File: src/hw/rtl/ehp_pkg.sv
`default_nettype none
// ----------------------------------------------------------------------------
// ehp_pkg
// Shared types and constants for the Ethernet / IP / L4 header parser.
// ----------------------------------------------------------------------------
package ehp_pkg;

    localparam logic [15:0] ETH_HDR_BYTES = 16'd14;
    localparam logic [15:0] ET_IPV4       = 16'h0800;
    localparam logic [15:0] ET_IPV6       = 16'h86DD;
    localparam logic [15:0] ET_ARP        = 16'h0806;
    localparam logic [7:0]  PROTO_TCP     = 8'd6;
    localparam logic [7:0]  PROTO_UDP     = 8'd17;

    localparam logic [15:0] HTTP_PORT_RST = 16'd80;
    localparam logic [15:0] TLS_PORT_RST  = 16'd443;
    localparam logic [15:0] DNS_PORT_RST  = 16'd53;

    localparam logic [1:0] CFG_HTTP_PORT = 2'd0;
    localparam logic [1:0] CFG_TLS_PORT  = 2'd1;
    localparam logic [1:0] CFG_DNS_PORT  = 2'd2;

    localparam logic [1:0] L3_NONE = 2'd0;
    localparam logic [1:0] L3_IPV4 = 2'd1;
    localparam logic [1:0] L3_IPV6 = 2'd2;
    localparam logic [1:0] L3_ARP  = 2'd3;

    localparam logic [1:0] L4_NONE = 2'd0;
    localparam logic [1:0] L4_TCP  = 2'd1;
    localparam logic [1:0] L4_UDP  = 2'd2;

    localparam logic [1:0] ST_OK        = 2'd0;
    localparam logic [1:0] ST_SHORT_ETH = 2'd1;
    localparam logic [1:0] ST_SHORT_L3  = 2'd2;
    localparam logic [1:0] ST_SHORT_L4  = 2'd3;

    localparam logic [1:0] APP_NONE = 2'd0;
    localparam logic [1:0] APP_HTTP = 2'd1;
    localparam logic [1:0] APP_TLS  = 2'd2;
    localparam logic [1:0] APP_DNS  = 2'd3;

    typedef struct packed {
        logic [7:0] frame_byte;
        logic       is_last;
    } byte_beat_t;

    typedef struct packed {
        logic [15:0] ether_kind;
        logic [1:0]  l3_kind;
        logic [1:0]  l4_kind;
        logic [1:0]  status;
        logic [7:0]  ip_protocol;
        logic [7:0]  hop_count;
        logic [15:0] source_port;
        logic [15:0] dest_port;
        logic [7:0]  tcp_flag_bits;
        logic [15:0] arp_opcode;
        logic [1:0]  app_class;
        logic [15:0] payload_bytes;
    } sum_beat_t;

    typedef struct packed {
        logic [15:0] frame_len;
        logic [15:0] ethertype;
        logic [5:0]  l3_hdr_bytes;
        logic [15:0] l3_len;
        logic [7:0]  proto;
        logic [7:0]  hop;
        logic [15:0] src_port;
        logic [15:0] dst_port;
        logic [5:0]  l4_hdr_bytes;
        logic [7:0]  flags;
        logic [15:0] udp_len;
        logic [15:0] arp_op;
    } frame_rec_t;

    typedef struct packed {
        logic       valid;
        frame_rec_t rec;
    } rec_beat_t;

endpackage

`default_nettype wire

File: src/hw/rtl/ethernet_ip_l4_header_parser.sv
`default_nettype none
// ----------------------------------------------------------------------------
// ethernet_ip_l4_header_parser
// Streaming Ethernet / IPv4 / IPv6 / ARP / TCP / UDP header parser that
// emits one summary beat per captured frame.
//
//   channel | dir | handshake            | beat
//   byte    | in  | byte_valid/stall     | frame_byte, is_last
//   sum     | out | sum_valid/stall      | one frame summary
//   cfg     | in  | cfg_valid/ready      | port register index and value
//
// One byte beat per cycle while byte_stall is low; header fields latch as
// the byte index passes. A summary follows the last byte through a two-entry
// record queue and the output register.
// Reset clears frame state and loads the default HTTP, TLS and DNS ports.
// byte_stall rises only while the record queue is full.
// ----------------------------------------------------------------------------
module ethernet_ip_l4_header_parser #(
    parameter int MAX_FRAME_BYTES = 16384
) (
    input  wire logic                clk,
    input  wire logic                rst_n,
    input  wire logic                byte_valid,
    output logic                     byte_stall,
    input  wire ehp_pkg::byte_beat_t byte_data,
    output logic                     sum_valid,
    input  wire logic                sum_stall,
    output ehp_pkg::sum_beat_t       sum_data,
    input  wire logic                cfg_valid,
    output logic                     cfg_ready,
    input  wire logic [1:0]          cfg_index,
    input  wire logic [15:0]         cfg_data
);
    import ehp_pkg::*;

    rec_beat_t q_push;
    rec_beat_t q_head;
    logic      q_full;
    logic      q_pop;

    ehp_front #(
        .MAX_FRAME_BYTES (MAX_FRAME_BYTES)
    ) u_front (
        .clk        (clk),
        .rst_n      (rst_n),
        .byte_valid (byte_valid),
        .byte_stall (byte_stall),
        .byte_data  (byte_data),
        .q_full     (q_full),
        .q_push     (q_push)
    );

    ehp_queue u_queue (
        .clk    (clk),
        .rst_n  (rst_n),
        .q_push (q_push),
        .q_full (q_full),
        .q_pop  (q_pop),
        .q_head (q_head)
    );

    ehp_back u_back (
        .clk       (clk),
        .rst_n     (rst_n),
        .cfg_valid (cfg_valid),
        .cfg_ready (cfg_ready),
        .cfg_index (cfg_index),
        .cfg_data  (cfg_data),
        .q_head    (q_head),
        .q_pop     (q_pop),
        .sum_valid (sum_valid),
        .sum_stall (sum_stall),
        .sum_data  (sum_data)
    );

    a_no_push_when_full: assert property (@(posedge clk) disable iff (!rst_n)
        q_push.valid |-> !q_full)
        else $error("record pushed into full queue");

    a_short_eth_clean: assert property (@(posedge clk) disable iff (!rst_n)
        (sum_valid && sum_data.status == ST_SHORT_ETH) |->
        (sum_data.ether_kind == 16'd0 && sum_data.l3_kind == L3_NONE))
        else $error("short Ethernet frame carries header fields");

    a_class_needs_payload: assert property (@(posedge clk) disable iff (!rst_n)
        (sum_valid && sum_data.payload_bytes == 16'd0) |-> (sum_data.app_class == APP_NONE))
        else $error("application class without payload");

    a_l4_needs_ip: assert property (@(posedge clk) disable iff (!rst_n)
        (sum_valid && sum_data.l4_kind != L4_NONE) |->
        (sum_data.l3_kind == L3_IPV4 || sum_data.l3_kind == L3_IPV6))
        else $error("L4 kind without IP layer");

endmodule

`default_nettype wire

File: src/hw/rtl/ehp_front.sv
`default_nettype none
// ----------------------------------------------------------------------------
// ehp_front
// Byte front end: counts frame bytes, latches header fields by position and
// pushes one frame record at the last byte.
// ----------------------------------------------------------------------------
module ehp_front #(
    parameter int MAX_FRAME_BYTES = 16384
) (
    input  wire logic               clk,
    input  wire logic               rst_n,
    input  wire logic               byte_valid,
    output logic                    byte_stall,
    input  wire ehp_pkg::byte_beat_t byte_data,
    input  wire logic               q_full,
    output ehp_pkg::rec_beat_t      q_push
);
    import ehp_pkg::*;

    localparam logic [15:0] MaxBytes = 16'(MAX_FRAME_BYTES);

    logic [15:0] idx_reg, idx_next, idx_upd;
    logic [15:0] et_reg, et_next, et_upd;
    logic [5:0]  l3hb_reg, l3hb_next, l3hb_upd;
    logic [15:0] l3len_reg, l3len_next, l3len_upd;
    logic [7:0]  proto_reg, proto_next, proto_upd;
    logic [7:0]  hop_reg, hop_next, hop_upd;
    logic [15:0] sp_reg, sp_next, sp_upd;
    logic [15:0] dp_reg, dp_next, dp_upd;
    logic [5:0]  l4hb_reg, l4hb_next, l4hb_upd;
    logic [7:0]  flags_reg, flags_next, flags_upd;
    logic [15:0] udplen_reg, udplen_next, udplen_upd;
    logic [15:0] arp_reg, arp_next, arp_upd;

    logic        accept;
    logic        take;
    logic        l3_known;
    logic [6:0]  l4_base;
    logic [15:0] l4_off;
    logic [7:0]  b;
    logic [3:0]  ihl;
    frame_rec_t  rec;

    assign byte_stall = q_full;
    assign accept     = byte_valid && !byte_stall;
    assign take       = accept && (idx_reg < MaxBytes);
    assign b          = byte_data.frame_byte;
    assign ihl        = b[3:0];
    assign l4_base    = 7'(ETH_HDR_BYTES) + {1'b0, l3hb_reg};
    assign l4_off     = idx_reg - {9'd0, l4_base};

    always_comb
    begin
        idx_upd    = idx_reg;
        et_upd     = et_reg;
        l3hb_upd   = l3hb_reg;
        l3len_upd  = l3len_reg;
        proto_upd  = proto_reg;
        hop_upd    = hop_reg;
        sp_upd     = sp_reg;
        dp_upd     = dp_reg;
        l4hb_upd   = l4hb_reg;
        flags_upd  = flags_reg;
        udplen_upd = udplen_reg;
        arp_upd    = arp_reg;
        l3_known   = 1'b0;
        if (take)
        begin
            idx_upd = idx_reg + 16'd1;
            if (idx_reg == 16'd12)
            begin
                et_upd[15:8] = b;
            end
            else if (idx_reg == 16'd13)
            begin
                et_upd[7:0] = b;
            end
            else if (idx_reg >= ETH_HDR_BYTES)
            begin
                case (et_reg)
                    ET_IPV4:
                    begin
                        l3_known = 1'b1;
                        case (idx_reg[4:0])
                            5'd14: l3hb_upd = (ihl < 4'd5) ? 6'd20 : {ihl, 2'b00};
                            5'd16: l3len_upd[15:8] = b;
                            5'd17: l3len_upd[7:0]  = b;
                            5'd22: hop_upd   = b;
                            5'd23: proto_upd = b;
                            default: ;
                        endcase
                        if (idx_reg[15:5] != 11'd0)
                        begin
                            l3hb_upd  = l3hb_reg;
                            l3len_upd = l3len_reg;
                            hop_upd   = hop_reg;
                            proto_upd = proto_reg;
                        end
                    end
                    ET_IPV6:
                    begin
                        l3_known = 1'b1;
                        case (idx_reg[4:0])
                            5'd14: l3hb_upd = 6'd40;
                            5'd18: l3len_upd[15:8] = b;
                            5'd19: l3len_upd[7:0]  = b;
                            5'd20: proto_upd = b;
                            5'd21: hop_upd   = b;
                            default: ;
                        endcase
                        if (idx_reg[15:5] != 11'd0)
                        begin
                            l3hb_upd  = l3hb_reg;
                            l3len_upd = l3len_reg;
                            hop_upd   = hop_reg;
                            proto_upd = proto_reg;
                        end
                    end
                    ET_ARP:
                    begin
                        if (idx_reg == 16'd20)
                        begin
                            arp_upd[15:8] = b;
                        end
                        else if (idx_reg == 16'd21)
                        begin
                            arp_upd[7:0] = b;
                        end
                    end
                    default: ;
                endcase
                if (l3_known && (l3hb_reg != 6'd0) && (idx_reg >= {9'd0, l4_base})
                    && (l4_off[15:4] == 12'd0))
                begin
                    case (l4_off[3:0])
                        4'd0: sp_upd[15:8] = b;
                        4'd1: sp_upd[7:0]  = b;
                        4'd2: dp_upd[15:8] = b;
                        4'd3: dp_upd[7:0]  = b;
                        4'd4:
                        begin
                            if (proto_reg == PROTO_UDP)
                            begin
                                udplen_upd[15:8] = b;
                            end
                        end
                        4'd5:
                        begin
                            if (proto_reg == PROTO_UDP)
                            begin
                                udplen_upd[7:0] = b;
                            end
                        end
                        4'd12:
                        begin
                            if (proto_reg == PROTO_TCP)
                            begin
                                l4hb_upd = {b[7:4], 2'b00};
                            end
                        end
                        4'd13:
                        begin
                            if (proto_reg == PROTO_TCP)
                            begin
                                flags_upd = b;
                            end
                        end
                        default: ;
                    endcase
                end
            end
        end
    end

    always_comb
    begin
        rec.frame_len    = idx_upd;
        rec.ethertype    = et_upd;
        rec.l3_hdr_bytes = l3hb_upd;
        rec.l3_len       = l3len_upd;
        rec.proto        = proto_upd;
        rec.hop          = hop_upd;
        rec.src_port     = sp_upd;
        rec.dst_port     = dp_upd;
        rec.l4_hdr_bytes = l4hb_upd;
        rec.flags        = flags_upd;
        rec.udp_len      = udplen_upd;
        rec.arp_op       = arp_upd;
        q_push.valid     = accept && byte_data.is_last;
        q_push.rec       = rec;
    end

    always_comb
    begin
        idx_next    = idx_upd;
        et_next     = et_upd;
        l3hb_next   = l3hb_upd;
        l3len_next  = l3len_upd;
        proto_next  = proto_upd;
        hop_next    = hop_upd;
        sp_next     = sp_upd;
        dp_next     = dp_upd;
        l4hb_next   = l4hb_upd;
        flags_next  = flags_upd;
        udplen_next = udplen_upd;
        arp_next    = arp_upd;
        // drop frame state after the last beat
        if (accept && byte_data.is_last)
        begin
            idx_next    = '0;
            et_next     = '0;
            l3hb_next   = '0;
            l3len_next  = '0;
            proto_next  = '0;
            hop_next    = '0;
            sp_next     = '0;
            dp_next     = '0;
            l4hb_next   = '0;
            flags_next  = '0;
            udplen_next = '0;
            arp_next    = '0;
        end
    end

    always_ff @(posedge clk or negedge rst_n)
    begin
        if (!rst_n)
        begin
            idx_reg    <= '0;
            et_reg     <= '0;
            l3hb_reg   <= '0;
            l3len_reg  <= '0;
            proto_reg  <= '0;
            hop_reg    <= '0;
            sp_reg     <= '0;
            dp_reg     <= '0;
            l4hb_reg   <= '0;
            flags_reg  <= '0;
            udplen_reg <= '0;
            arp_reg    <= '0;
        end
        else
        begin
            idx_reg    <= idx_next;
            et_reg     <= et_next;
            l3hb_reg   <= l3hb_next;
            l3len_reg  <= l3len_next;
            proto_reg  <= proto_next;
            hop_reg    <= hop_next;
            sp_reg     <= sp_next;
            dp_reg     <= dp_next;
            l4hb_reg   <= l4hb_next;
            flags_reg  <= flags_next;
            udplen_reg <= udplen_next;
            arp_reg    <= arp_next;
        end
    end

endmodule

`default_nettype wire

File: src/hw/rtl/ehp_queue.sv
`default_nettype none
// ----------------------------------------------------------------------------
// ehp_queue
// Two-entry queue of frame records between the byte front end and the
// summary back end.
// ----------------------------------------------------------------------------
module ehp_queue (
    input  wire logic              clk,
    input  wire logic              rst_n,
    input  wire ehp_pkg::rec_beat_t q_push,
    output logic                   q_full,
    input  wire logic              q_pop,
    output ehp_pkg::rec_beat_t     q_head
);
    import ehp_pkg::*;

    localparam int Depth = 2;
    localparam int PtrW  = $clog2(Depth);

    frame_rec_t       mem_reg [Depth];
    logic [PtrW-1:0]  wr_ptr_reg, wr_ptr_next;
    logic [PtrW-1:0]  rd_ptr_reg, rd_ptr_next;
    logic [PtrW:0]    count_reg, count_next;
    logic             do_push;
    logic             do_pop;

    assign q_full       = (count_reg == (PtrW+1)'(Depth));
    assign do_push      = q_push.valid && !q_full;
    assign do_pop       = q_pop && (count_reg != '0);
    assign q_head.valid = (count_reg != '0);
    assign q_head.rec   = mem_reg[rd_ptr_reg];

    always_comb
    begin
        wr_ptr_next = wr_ptr_reg;
        rd_ptr_next = rd_ptr_reg;
        count_next  = count_reg;
        if (do_push)
        begin
            wr_ptr_next = wr_ptr_reg + 1'b1;
        end
        if (do_pop)
        begin
            rd_ptr_next = rd_ptr_reg + 1'b1;
        end
        if (do_push && !do_pop)
        begin
            count_next = count_reg + 1'b1;
        end
        else if (!do_push && do_pop)
        begin
            count_next = count_reg - 1'b1;
        end
    end

    always_ff @(posedge clk)
    begin
        if (do_push)
        begin
            mem_reg[wr_ptr_reg] <= q_push.rec;
        end
    end

    always_ff @(posedge clk or negedge rst_n)
    begin
        if (!rst_n)
        begin
            wr_ptr_reg <= '0;
            rd_ptr_reg <= '0;
            count_reg  <= '0;
        end
        else
        begin
            wr_ptr_reg <= wr_ptr_next;
            rd_ptr_reg <= rd_ptr_next;
            count_reg  <= count_next;
        end
    end

endmodule

`default_nettype wire

File: src/hw/rtl/ehp_back.sv
`default_nettype none
// ----------------------------------------------------------------------------
// ehp_back
// Summary back end: holds the port registers, turns a frame record into a
// summary beat and keeps it in the output register until taken.
// ----------------------------------------------------------------------------
module ehp_back (
    input  wire logic              clk,
    input  wire logic              rst_n,
    input  wire logic              cfg_valid,
    output logic                   cfg_ready,
    input  wire logic [1:0]        cfg_index,
    input  wire logic [15:0]       cfg_data,
    input  wire ehp_pkg::rec_beat_t q_head,
    output logic                   q_pop,
    output logic                   sum_valid,
    input  wire logic              sum_stall,
    output ehp_pkg::sum_beat_t     sum_data
);
    import ehp_pkg::*;

    logic [15:0] http_reg, http_next;
    logic [15:0] tls_reg, tls_next;
    logic [15:0] dns_reg, dns_next;
    logic        out_valid_reg, out_valid_next;
    sum_beat_t   out_reg;
    sum_beat_t   sum;
    frame_rec_t  r;
    logic        load;
    logic        v4;
    logic        tcp;
    logic [6:0]  need;
    logic [17:0] pay;
    logic [5:0]  l3_sub;

    assign cfg_ready = 1'b1;
    assign r         = q_head.rec;
    assign load      = q_head.valid && (!out_valid_reg || !sum_stall);
    assign q_pop     = load;
    assign sum_valid = out_valid_reg;
    assign sum_data  = out_reg;

    always_comb
    begin
        http_next = http_reg;
        tls_next  = tls_reg;
        dns_next  = dns_reg;
        if (cfg_valid && cfg_ready)
        begin
            case (cfg_index)
                CFG_HTTP_PORT: http_next = cfg_data;
                CFG_TLS_PORT:  tls_next  = cfg_data;
                CFG_DNS_PORT:  dns_next  = cfg_data;
                default: ;
            endcase
        end
    end

    assign v4     = (r.ethertype == ET_IPV4);
    assign tcp    = (r.proto == PROTO_TCP);
    assign need   = 7'(ETH_HDR_BYTES) + {1'b0, r.l3_hdr_bytes} + (tcp ? 7'd20 : 7'd8);
    assign l3_sub = v4 ? r.l3_hdr_bytes : 6'd0;
    assign pay    = tcp ? ({2'b00, r.l3_len} - {12'd0, l3_sub} - {12'd0, r.l4_hdr_bytes})
                        : ({2'b00, r.udp_len} - 18'd8);

    always_comb
    begin
        sum = '0;
        if (r.frame_len < ETH_HDR_BYTES)
        begin
            sum.status = ST_SHORT_ETH;
        end
        else
        begin
            sum.ether_kind = r.ethertype;
            if (r.ethertype == ET_ARP)
            begin
                sum.l3_kind = L3_ARP;
                if (r.frame_len < 16'd22)
                begin
                    sum.status = ST_SHORT_L3;
                end
                else
                begin
                    sum.arp_opcode = r.arp_op;
                end
            end
            else if (r.ethertype inside {ET_IPV4, ET_IPV6})
            begin
                sum.l3_kind = v4 ? L3_IPV4 : L3_IPV6;
                if (r.frame_len < (v4 ? 16'd34 : 16'd54))
                begin
                    sum.status = ST_SHORT_L3;
                end
                else
                begin
                    sum.ip_protocol = r.proto;
                    sum.hop_count   = r.hop;
                    if (r.proto inside {PROTO_TCP, PROTO_UDP})
                    begin
                        sum.l4_kind = tcp ? L4_TCP : L4_UDP;
                        if (r.frame_len < {9'd0, need})
                        begin
                            sum.status = ST_SHORT_L4;
                        end
                        else
                        begin
                            sum.source_port   = r.src_port;
                            sum.dest_port     = r.dst_port;
                            sum.tcp_flag_bits = tcp ? r.flags : 8'd0;
                            if (!pay[17] && (pay != 18'd0))
                            begin
                                sum.payload_bytes = (pay[16]) ? 16'hFFFF : pay[15:0];
                                if (r.src_port == http_reg || r.dst_port == http_reg)
                                begin
                                    sum.app_class = APP_HTTP;
                                end
                                else if (r.src_port == tls_reg || r.dst_port == tls_reg)
                                begin
                                    sum.app_class = APP_TLS;
                                end
                                else if (r.src_port == dns_reg || r.dst_port == dns_reg)
                                begin
                                    sum.app_class = APP_DNS;
                                end
                                else
                                begin
                                    sum.app_class = APP_NONE;
                                end
                            end
                        end
                    end
                end
            end
        end
    end

    always_comb
    begin
        out_valid_next = out_valid_reg;
        if (!out_valid_reg || !sum_stall)
        begin
            out_valid_next = q_head.valid;
        end
    end

    always_ff @(posedge clk)
    begin
        if (load)
        begin
            out_reg <= sum;
        end
    end

    always_ff @(posedge clk or negedge rst_n)
    begin
        if (!rst_n)
        begin
            http_reg      <= HTTP_PORT_RST;
            tls_reg       <= TLS_PORT_RST;
            dns_reg       <= DNS_PORT_RST;
            out_valid_reg <= 1'b0;
        end
        else
        begin
            http_reg      <= http_next;
            tls_reg       <= tls_next;
            dns_reg       <= dns_next;
            out_valid_reg <= out_valid_next;
        end
    end

endmodule

`default_nettype wire
File: config.mk
export PLATFORM = sky130hd
export DESIGN_NAME = ethernet_ip_l4_header_parser
export DESIGN_NICKNAME = d
export VERILOG_FILES = /design/src/hw/rtl/ehp_pkg.sv /design/src/hw/rtl/ethernet_ip_l4_header_parser.sv /design/src/hw/rtl/ehp_front.sv /design/src/hw/rtl/ehp_queue.sv /design/src/hw/rtl/ehp_back.sv
export SDC_FILE = /design/constraint.sdc
export NUM_CORES = 1
export LEC_CHECK = 0
export ABC_AREA = 1
export BUFFER_PORTS_ARGS = -buffer_cell sky130_fd_sc_hd__buf_2
export CORE_UTILIZATION = 60
export CTS_BUF_LIST = sky130_fd_sc_hd__clkbuf_16
export DETAILED_ROUTE_END_ITERATION = 12
export PLACE_DENSITY_LB_ADDON = 0.08
export RECOVER_POWER = 25
export REMOVE_ABC_BUFFERS = 1
export SETUP_SLACK_MARGIN = 0.3
export SLEW_MARGIN = 20
export SYNTH_ARGS = -nofsm -noshare
export SYNTH_HDL_FRONTEND = slang
export SYNTH_HIERARCHICAL = 1
export SYNTH_SLANG_ARGS = --single-unit
export TNS_END_PERCENT = 5
File: constraint.sdc
create_clock -name clk -period 20.5 [get_ports clk]
set_clock_uncertainty 0.05 [all_clocks]
set_input_delay 2.05 -clock clk [delete_from_list [all_inputs] [get_ports clk]]
set_output_delay 2.05 -clock clk [all_outputs]
set_load 0.05 [all_outputs]
==> results.rst, run 1 <==
.. list-table::
   :header-rows: 1

   * - Metric
     - Value
   * - Static power due to leakage
     - 16.3 nW
   * - Total I/O pin count
     - around 150
   * - CP required
     - around 20 ns
   * - Cells after synthesis
     - 3384
   * - Number of buffer and inverter stages on the critical path
     - 2
   * - Mean number of vias per cell
     - 5.51
   * - First-pass GRT wire length
     - 120000 microns
   * - Hold Vio Cnt, Final
     - 0
   * - Layout-stage area growth over the synthesis result
     - 10.1%
   * - Via count of the first global-routing pass
     - 22100
   * - Worst Path Arrival
     - 8.39 ns
   * - Clock-pin slew of the registers on the worst-case setup and hold paths
     - ~0.050 ns
   * - Largest net degree at the start of global routing
     - 89
   * - Worst Setup Path Type
     - in -> async
   * - Cell family with the largest share of critical-path delay
     - buffers and inverters
   * - CP Capture Type
     - async pin
   * - Worst setup startpoint
     - rst_n
   * - Slowest stage cell on the critical path
     - clkbuf_1
   * - Max-slew violation count
     - 236
   * - Number of flip-flops in the largest register
     - 296
   * - Area share of the leading cell type in the synthesized netlist
     - 0.405
   * - Hold-fix buffers at CTS
     - 0
   * - Overall die area
     - ~51000 sq um
   * - Slew Limit Headroom
     - -2.12
   * - Number of buffers inserted to repair setup after CTS
     - 0
   * - Port Buffer Count
     - 145
   * - Share of the yosys chip area belonging to registers
     - 0.571
   * - Startpoint kind of the worst setup timing path
     - input pin
   * - Width of the die
     - 227 microns
   * - Max Fanout on Critical Path
     - 80
   * - Setup slack, reg-to-reg
     - 13.29 ns
   * - Global Route Usage Sum
     - 0.307
   * - Peak supply drop
     - 0.108 mV
   * - Most used flip-flop cell after synthesis
     - edfxtp_1
   * - Yosys warning count
     - 6
   * - Cell types with the largest area share after synthesis
     - edfxtp_1 (40%), dfrtp_1 (16%), nand2_1 (14%)
   * - Register Area
     - approximately 17000 sq um
   * - Number of buffers on the longest clock path
     - 3
   * - Final critical delay including setup and external delays
     - about 8.7 ns
   * - Violations in the final reports
     - max-capacitance violations, max-slew violations
   * - Number of nets in the final layout
     - around 3600
   * - Logic depth of the worst register-to-register path
     - 27
   * - Crit path capture
     - u_front/hop_reg[7]
   * - Number of violations reported at the end of detailed-routing iteration 0
     - approximately 2200
   * - Depth of the critical timing path with buffers and inverters included
     - 2
   * - Antenna violations before repair
     - 0
   * - Power per Cell Area
     - 128 nW/um^2
   * - DRC violations left
     - 0
   * - Core area
     - 49400 sq um
   * - Clock latency at the later pin of the worst-skew pair
     - 0.60 ns
   * - Vert. Die Dim
     - 227 microns
   * - Launch point of the worst reg-to-reg path
     - u_queue/rd_ptr_reg
   * - # rows
     - 81
   * - Fraction of layout cells with a size suffix above 1
     - 0.0959
   * - Num CTS Buffers
     - 66
   * - Filler Cells Inserted
     - a little under 4000
   * - Routability-driven placement congestion ratio
     - 0.966
   * - CTS HTree Levels
     - 3
   * - Worst hold slack
     - 0.443 ns
   * - Syn avg cell area
     - 8.94 sq um
   * - Mapped Area
     - between 30000 and 40000 sq um
   * - Flops & latches, synth
     - 609
   * - Critical-path cell list
     - clkbuf_1 > clkbuf_1
   * - Routed length per placed instance
     - 18.3 microns
   * - Number of antenna diodes
     - 0
   * - # Max-Cap Violations
     - 4
   * - Worst-margin pin slew
     - 4.68 ns
   * - TritonCTS clock tree
     - done
   * - Path type of the worst min-delay path
     - reg -> reg
   * - Clock Root Buffer
     - clkbuf_16
   * - Result of the run
     - finished with violations
   * - Number of clock sinks seen by CTS
     - 609
   * - Fraction of the core area covered by cells at the end of the flow
     - 0.675
   * - Detailed-routing iteration count for the pre-antenna-repair pass
     - 6
   * - Number of failing setup endpoints in the final timing report
     - 0
   * - Async set-reset flop share out of synthesis
     - 0.330
   * - Delay of the slowest cell on the worst path
     - 3.21 ns
   * - Detailed placer's ending HPWL
     - 52500 microns
   * - Starting density of the core
     - 0.613
   * - Overflow after GRT
     - 0
   * - Setup repair after global routing missed its margin
     - false
   * - Destination of the worst register-to-register timing path
     - u_back/sum_data[54]
   * - Achievable frequency
     - 115 MHz
   * - Critical path's most frequent cell
     - clkbuf_1
   * - Share of the clock period used by the worst path after layout
     - 0.424
   * - Cell type contributing the most total cell area after synthesis
     - edfxtp_1
   * - Distinct cell type count of the synthesized netlist
     - 66
   * - Count of instances resized after the clock tree is built
     - 0
   * - Footprint of the multi-input gates
     - 10500 sq um
   * - Post-synth EDFFs
     - slightly above 400
   * - Post-route setup TNS
     - 0 ns
   * - Routed via count
     - 23200
   * - Total Wirelength
     - 77400 microns
   * - Remaining antenna violation count
     - 0
## layout make-up
| cell class | count | area share |
|---|---|---|
| clock inverter | 52 | 0.0111 |
| tap | 664 | 0.0249 |
| sequential | 609 | 0.519 |
| clock buffer | 69 | 0.0518 |
| inverter | 483 | 0.0548 |
| timing repair buffer | 160 | 0.0239 |
| multi-input combinational | 2181 | 0.314 |
## Yosys cell counts, drive strengths merged, types with 4 or more instances
cell type and count:
fa 4, nor4 24, o22ai 12, a221oi 15
a211oi 10, nor3 23, clkbuf 54, o211ai 16
xnor2 16, nand2 1121, dfrtp 188, o21ai 100
inv 477, ha 43, nand3 140, buf 57
a21oi 95, nand3b 4, or2 11, dfstp 13
nand4 94, clkinv 6, nor2 356, xor2 72
edfxtp 408
## per-stage QoR
step	worst slack (ns)	power (mW)	cells	cell area (sq um)
after floorplan	8.69	2.75	3273	29600
after CTS	13.37	4.29	4218	33400
final	11.81	4.28	4218	33300
after detailed placement	13.38	3.15	4097	31300
after global placement	13.66	3.12	4097	31300
after global routing	10.40	4.51	4218	33300
## report_power, final
part / internal [mW] / switching, mW
registers: 1.53 / 0.0679
logic: 0.363 / 1.17
clock network: 0.654 / 0.491
total: 2.55 / 1.73
## cells in the final DEF (no fill, tap or decap), types with 10 or more instances in the layout
cell type | netlist | final
o22ai_1 | 11 | 11
ha_1 | 43 | 43
nor4_1 | 24 | 24
o21ai_0 | 91 | 93
xnor2_1 | 16 | 16
buf_2 | 21 | 117
nand2_1 | 1107 | 1107
nand4_1 | 93 | 93
nor2_1 | 326 | 325
dfstp_2 | 13 | 13
nand2_2 | 11 | 11
dfrtp_1 | 188 | 187
nor2_2 | 26 | 26
a221oi_1 | 15 | 15
xor2_1 | 71 | 71
buf_4 | 11 | 13
or2_2 | 11 | 11
clkbuf_16 | 0 | 69
clkbuf_1 | 51 | 30
nor3_1 | 18 | 18
edfxtp_1 | 408 | 408
nand3_1 | 131 | 131
clkinv_1 | 6 | 17
a21oi_1 | 93 | 93
a211oi_1 | 10 | 10
inv_2 | 19 | 18
clkinv_2 | 0 | 11
o211ai_1 | 14 | 14
inv_1 | 456 | 469
## layer usage
layer	GRT usage	vias to the layer above	routed length, microns
li1	-	11100	-
met1	0.429	11100	33400
met2	0.495	859	36700
met3	0.0421	142	4990
met4	0.103	0	2270
met5	0	-	0
## cells by family after synthesis
group                      count (synthesis)  synth area share
other                                      1          0.000124
xor gates and xnor gates                  88            0.0257
DFF                                      609             0.571
buffers and inverters                    594            0.0825
AOI/OAI and AO/OA                        262            0.0503
and+or+nand+nor                         1783             0.249
adders and majority gates                 47            0.0204
## worst min path at each step
stage | end | slack (ns) | startpoint | depth (start not counted)
after floorplan | u_queue/count_reg[1] | 0.39 | u_queue/count_reg[1] | 2
after global placement | u_queue/count_reg[1] | 0.40 | u_queue/count_reg[1] | 2
after detailed placement | u_back/http_reg[11] | 0.43 | u_back/http_reg[11] | 2
after CTS | u_back/http_reg[11] | 0.44 | u_back/http_reg[11] | 2
after global routing | u_back/tls_reg[8] | 0.47 | u_back/tls_reg[8] | 2
final | u_back/http_reg[11] | 0.44 | u_back/http_reg[11] | 2
(Power assumes the default switching activity.)
==> run 2: changes to the inputs <==
--- a/config.mk
+++ b/config.mk
@@ -5,9 +5,9 @@
 export SDC_FILE = /design/constraint.sdc
 export NUM_CORES = 1
 export LEC_CHECK = 0
-export ABC_AREA = 1
+export ABC_AREA = 0
 export BUFFER_PORTS_ARGS = -buffer_cell sky130_fd_sc_hd__buf_2
-export CORE_UTILIZATION = 60
+export CORE_UTILIZATION = 56
 export CTS_BUF_LIST = sky130_fd_sc_hd__clkbuf_16
 export DETAILED_ROUTE_END_ITERATION = 12
 export PLACE_DENSITY_LB_ADDON = 0.08
==> constraint.sdc (replaced) <==
create_clock -name clk -period 7.6 [get_ports clk]
set_clock_uncertainty 0.05 [all_clocks]
set_input_delay 0.76 -clock clk [delete_from_list [all_inputs] [get_ports clk]]
set_output_delay 0.76 -clock clk [all_outputs]
set_load 0.05 [all_outputs]
==> results.rst, run 2 <==
.. list-table::
   :header-rows: 1

   * - Metric
     - Value
   * - Xor/xnor share of the synthesized area
     - 0.0462
   * - Worst Path Arrival
     - 6.74 ns
   * - Worst setup startpoint
     - u_queue/rd_ptr_reg
   * - CP required
     - 7.85 ns
   * - Destination of the worst register-to-register timing path
     - u_back/sum_data[17]
   * - Overflow after GRT
     - 0
   * - # rows
     - 83
   * - Complex-gate fraction of the synthesized area
     - 0.0462
   * - Area share of the leading cell type in the synthesized netlist
     - 0.420
   * - CP Capture Type
     - flop
   * - Global Route Usage Sum
     - 0.259
   * - # Max-Cap Violations
     - 4
   * - Vert. Die Dim
     - 230 microns
   * - Share of the yosys chip area belonging to registers
     - 0.593
   * - Number of clock sinks seen by CTS
     - roughly 610
   * - Launch point of the worst reg-to-reg path
     - u_queue/rd_ptr_reg
   * - Fraction of the core area covered by cells at the end of the flow
     - 0.630
   * - Power per Cell Area
     - around 330 nW/um^2
   * - Slowest stage cell on the critical path
     - dfrtp_4
   * - Net Sw Frac
     - 0.349
   * - Placed Area
     - 30500 sq um
   * - Post-synth EDFFs
     - 408
   * - TritonCTS clock tree
     - done
   * - Remaining antenna violation count
     - 0
   * - Total I/O pin count
     - 147
   * - Async set-reset flop share out of synthesis
     - 0.330
   * - Most frequent cell after synthesis
     - edfxtp_1
   * - Critical-path cell list
     - buf_4 > mux2_4 > nor4_1 > nand2_1 > inv_1 > buf_4 > ha_1 > inv_1 > fa_1 > a21o_1 > a21oi_1 > ha_1 > a211oi_1 > o31a_1 > a2111o_1 > or2_0 > a31oi_1
   * - Delay of the slowest cell on the worst path
     - 0.91 ns
   * - Static power due to leakage
     - approximately 14 nW
   * - Fraction of met1 tracks used by global routing
     - 0.366
   * - Number of failing setup endpoints in the final timing report
     - 0
   * - Mapped Area
     - 29200 sq um
   * - Register Area
     - approximately 17000 sq um
   * - Fin area
     - 32400 sq um
   * - Num CTS Buffers
     - 66
   * - Count of instances resized after the clock tree is built
     - 0
   * - Worst-margin pin slew
     - 3.38 ns
   * - Yosys warning count
     - 6
   * - Cell types with the largest area share after synthesis
     - edfxtp_1 (42%), dfrtp_1 (16%), mux2_2 (7.0%)
   * - Number of buffers inserted to repair setup after CTS
     - 0
   * - Busiest layer in global routing
     - met2
   * - Overall die area
     - ~53000 sq um
   * - Result of the run
     - finished with violations
   * - Most frequent standard cell in the layout excluding fill and tap cells
     - edfxtp_1
   * - Cell type contributing the most total cell area after synthesis
     - edfxtp_1
   * - Violations in the final reports
     - max-capacitance violations, max-slew violations
   * - Top post-synthesis cells by count
     - edfxtp_1 (408), dfrtp_1 (188), mux2_2 (181)
   * - Detailed placer's ending HPWL
     - 44700 microns
   * - Share of the clock period used by the worst path after layout
     - 0.853
   * - Setup slack, reg-to-reg
     - 1.12 ns
   * - Routed length per placed instance
     - 22.5 microns
   * - Proportion of power drawn by combinational gates
     - 0.313
   * - Largest net degree at the start of global routing
     - 149
   * - Fraction of layout cells with a size suffix above 1
     - 0.234
   * - Number of flip-flops in the largest register
     - 296
   * - Routability-driven placement congestion ratio
     - 0.873
   * - Met2 track demand over resource in global routing
     - 0.408
   * - CTS HTree Levels
     - 3
   * - Achievable frequency
     - 154 MHz
   * - Mean number of vias per cell
     - 5.87
   * - Reported net switching power
     - roughly 3.7 mW
   * - Width of the die
     - between 200 and 250 microns
   * - Worst Setup Path Type
     - reg -> reg
   * - Adder-cell share of the synthesized area
     - 0.0212
   * - Peak supply drop
     - 0.321 mV
   * - Max Fanout on Critical Path
     - 44
   * - Final critical delay including setup and external delays
     - 6.48 ns
   * - Post-route setup TNS
     - 0 ns
   * - Filler Cells Inserted
     - approximately 4000
   * - Max-slew violation count
     - 159
   * - Clock latency at the later pin of the worst-skew pair
     - around 0.6 ns
   * - Post-placement worst setup slack
     - 1.15 ns
   * - Detailed-routing iteration count for the pre-antenna-repair pass
     - 5
   * - Met3 Track Usage GR
     - 0.0490
   * - Path type of the worst min-delay path
     - in -> reg
   * - Internal Power
     - approximately 6.9 mW
   * - First-pass GRT wire length
     - 104000 microns
   * - Starting density of the core
     - 0.568
   * - Number of nets in the final layout
     - 2352
   * - Via count of the first global-routing pass
     - 17800
   * - Final critical-path setup slack
     - 1.12 ns
   * - Clock Root Buffer
     - clkbuf_16
   * - Routed via count
     - between 15000 and 20000
   * - Layout-stage area growth over the synthesis result
     - 11.0%
   * - Footprint of the multi-input gates
     - around 11000 sq um
   * - Number of buffers on the longest clock path
     - 3
   * - DRC violations left
     - 0
   * - Register share of total power
     - 0.407
   * - Total Wirelength
     - 67500 microns
   * - Fraction of the mapped netlist area in simple logic gates
     - 0.121
   * - Core area
     - just over 50000 sq um
   * - Main combinational cell family by area after synthesis
     - multiplexers
   * - Hold Vio Cnt, Final
     - 0
   * - Most used flip-flop cell after synthesis
     - edfxtp_1
   * - Syn avg cell area
     - 13.7 sq um
   * - Cells after synthesis
     - roughly 2100
   * - Distinct cell type count of the synthesized netlist
     - 93
   * - Hold-fix buffers at CTS
     - 0
   * - Crit path capture
     - u_back/sum_data[17]
   * - Slew Limit Headroom
     - -1.26
   * - Most frequent cells in the layout
     - edfxtp_1 (408), dfrtp_1 (187), mux2_2 (181)
   * - Clock-pin slew of the registers on the worst-case setup and hold paths
     - 0.06 ns
   * - Startpoint kind of the worst setup timing path
     - flop
   * - Multiplexer area fraction after synthesis
     - 0.149
   * - Antenna violations before repair
     - 1
   * - Flops & latches, synth
     - 609
   * - Number of violations reported at the end of detailed-routing iteration 0
     - about 1500
   * - Logic depth of the worst register-to-register path
     - 17
   * - Overall Power
     - ~11 mW
   * - Clock Power Share
     - 0.280
   * - Port Buffer Count
     - 145
   * - Setup repair after global routing missed its margin
     - false
-- run 2: stage by stage --
stage,hold WS [ns],cells
floorplan,0.406,2037
global placement,0.427,2884
detailed placement,0.431,2885
CTS,0.0736,3005
global route,0.331,3005
finish,0.349,3006
-- run 2: logic make-up (layout without fill, tap and decap cells) --
kind of cell,after synthesis,after routing
buffers and inverters,134,329
adders and majority gates,47,47
other,1,2
AOI/OAI and AO/OA,207,207
muxes,355,355
and+or+nand+nor,624,624
DFF,609,609
xor gates and xnor gates,153,153
-- run 2: cell type report --
type	count	share of cell area
Tap cell	680	0.0263
Timing Repair Buffer	168	0.0266
Sequential cell	609	0.534
Multi-Input combinational cell	1387	0.346
Inverter	41	0.00475
Clock buffer	69	0.0533
Antenna cell	1	0.0000773
Clock inverter	51	0.00881
-- run 2: worst min-delay path by stage --
stage,cells after the start,slack [ns],end,from
after floorplan,0,0.41,u_back/dns_reg[10],rst_n
after global placement,1,0.43,u_queue/count_reg[1],u_queue/count_reg[1]
after detailed placement,1,0.43,u_queue/count_reg[1],u_queue/count_reg[1]
after CTS,1,0.07,u_front/sp_reg[14],rst_n
after global routing,2,0.33,u_back/sum_valid,sum_stall
final,2,0.35,u_back/sum_valid,sum_stall
-- run 2: power by group through the flow --
stage	clock, mW	combinational (mW)	sequential, mW
after floorplan	0	1.88	5.26
after global placement	0	3.32	4.36
after detailed placement	0	3.35	4.37
after CTS	3.04	3.36	4.31
after global routing	3.16	3.55	4.36
final	2.97	3.32	4.31
-- run 2: per-layer routing --
layer | vias to the layer above | part of all wire
met5 | - | 0
met4 | 0 | 0.025
met3 | 115 | 0.054
met2 | 459 | 0.47
met1 | 8934 | 0.45
li1 | 8132 | -
-- run 2: worst max-delay path: cells and delay by family (launching register included) --
kind	cells	cell delay [ns]
compound gates	6	1.67
buf+inv	4	1.08
simple gates	3	1.14
fa+ha+maj	3	0.89
flops	1	0.91
mux	1	0.35
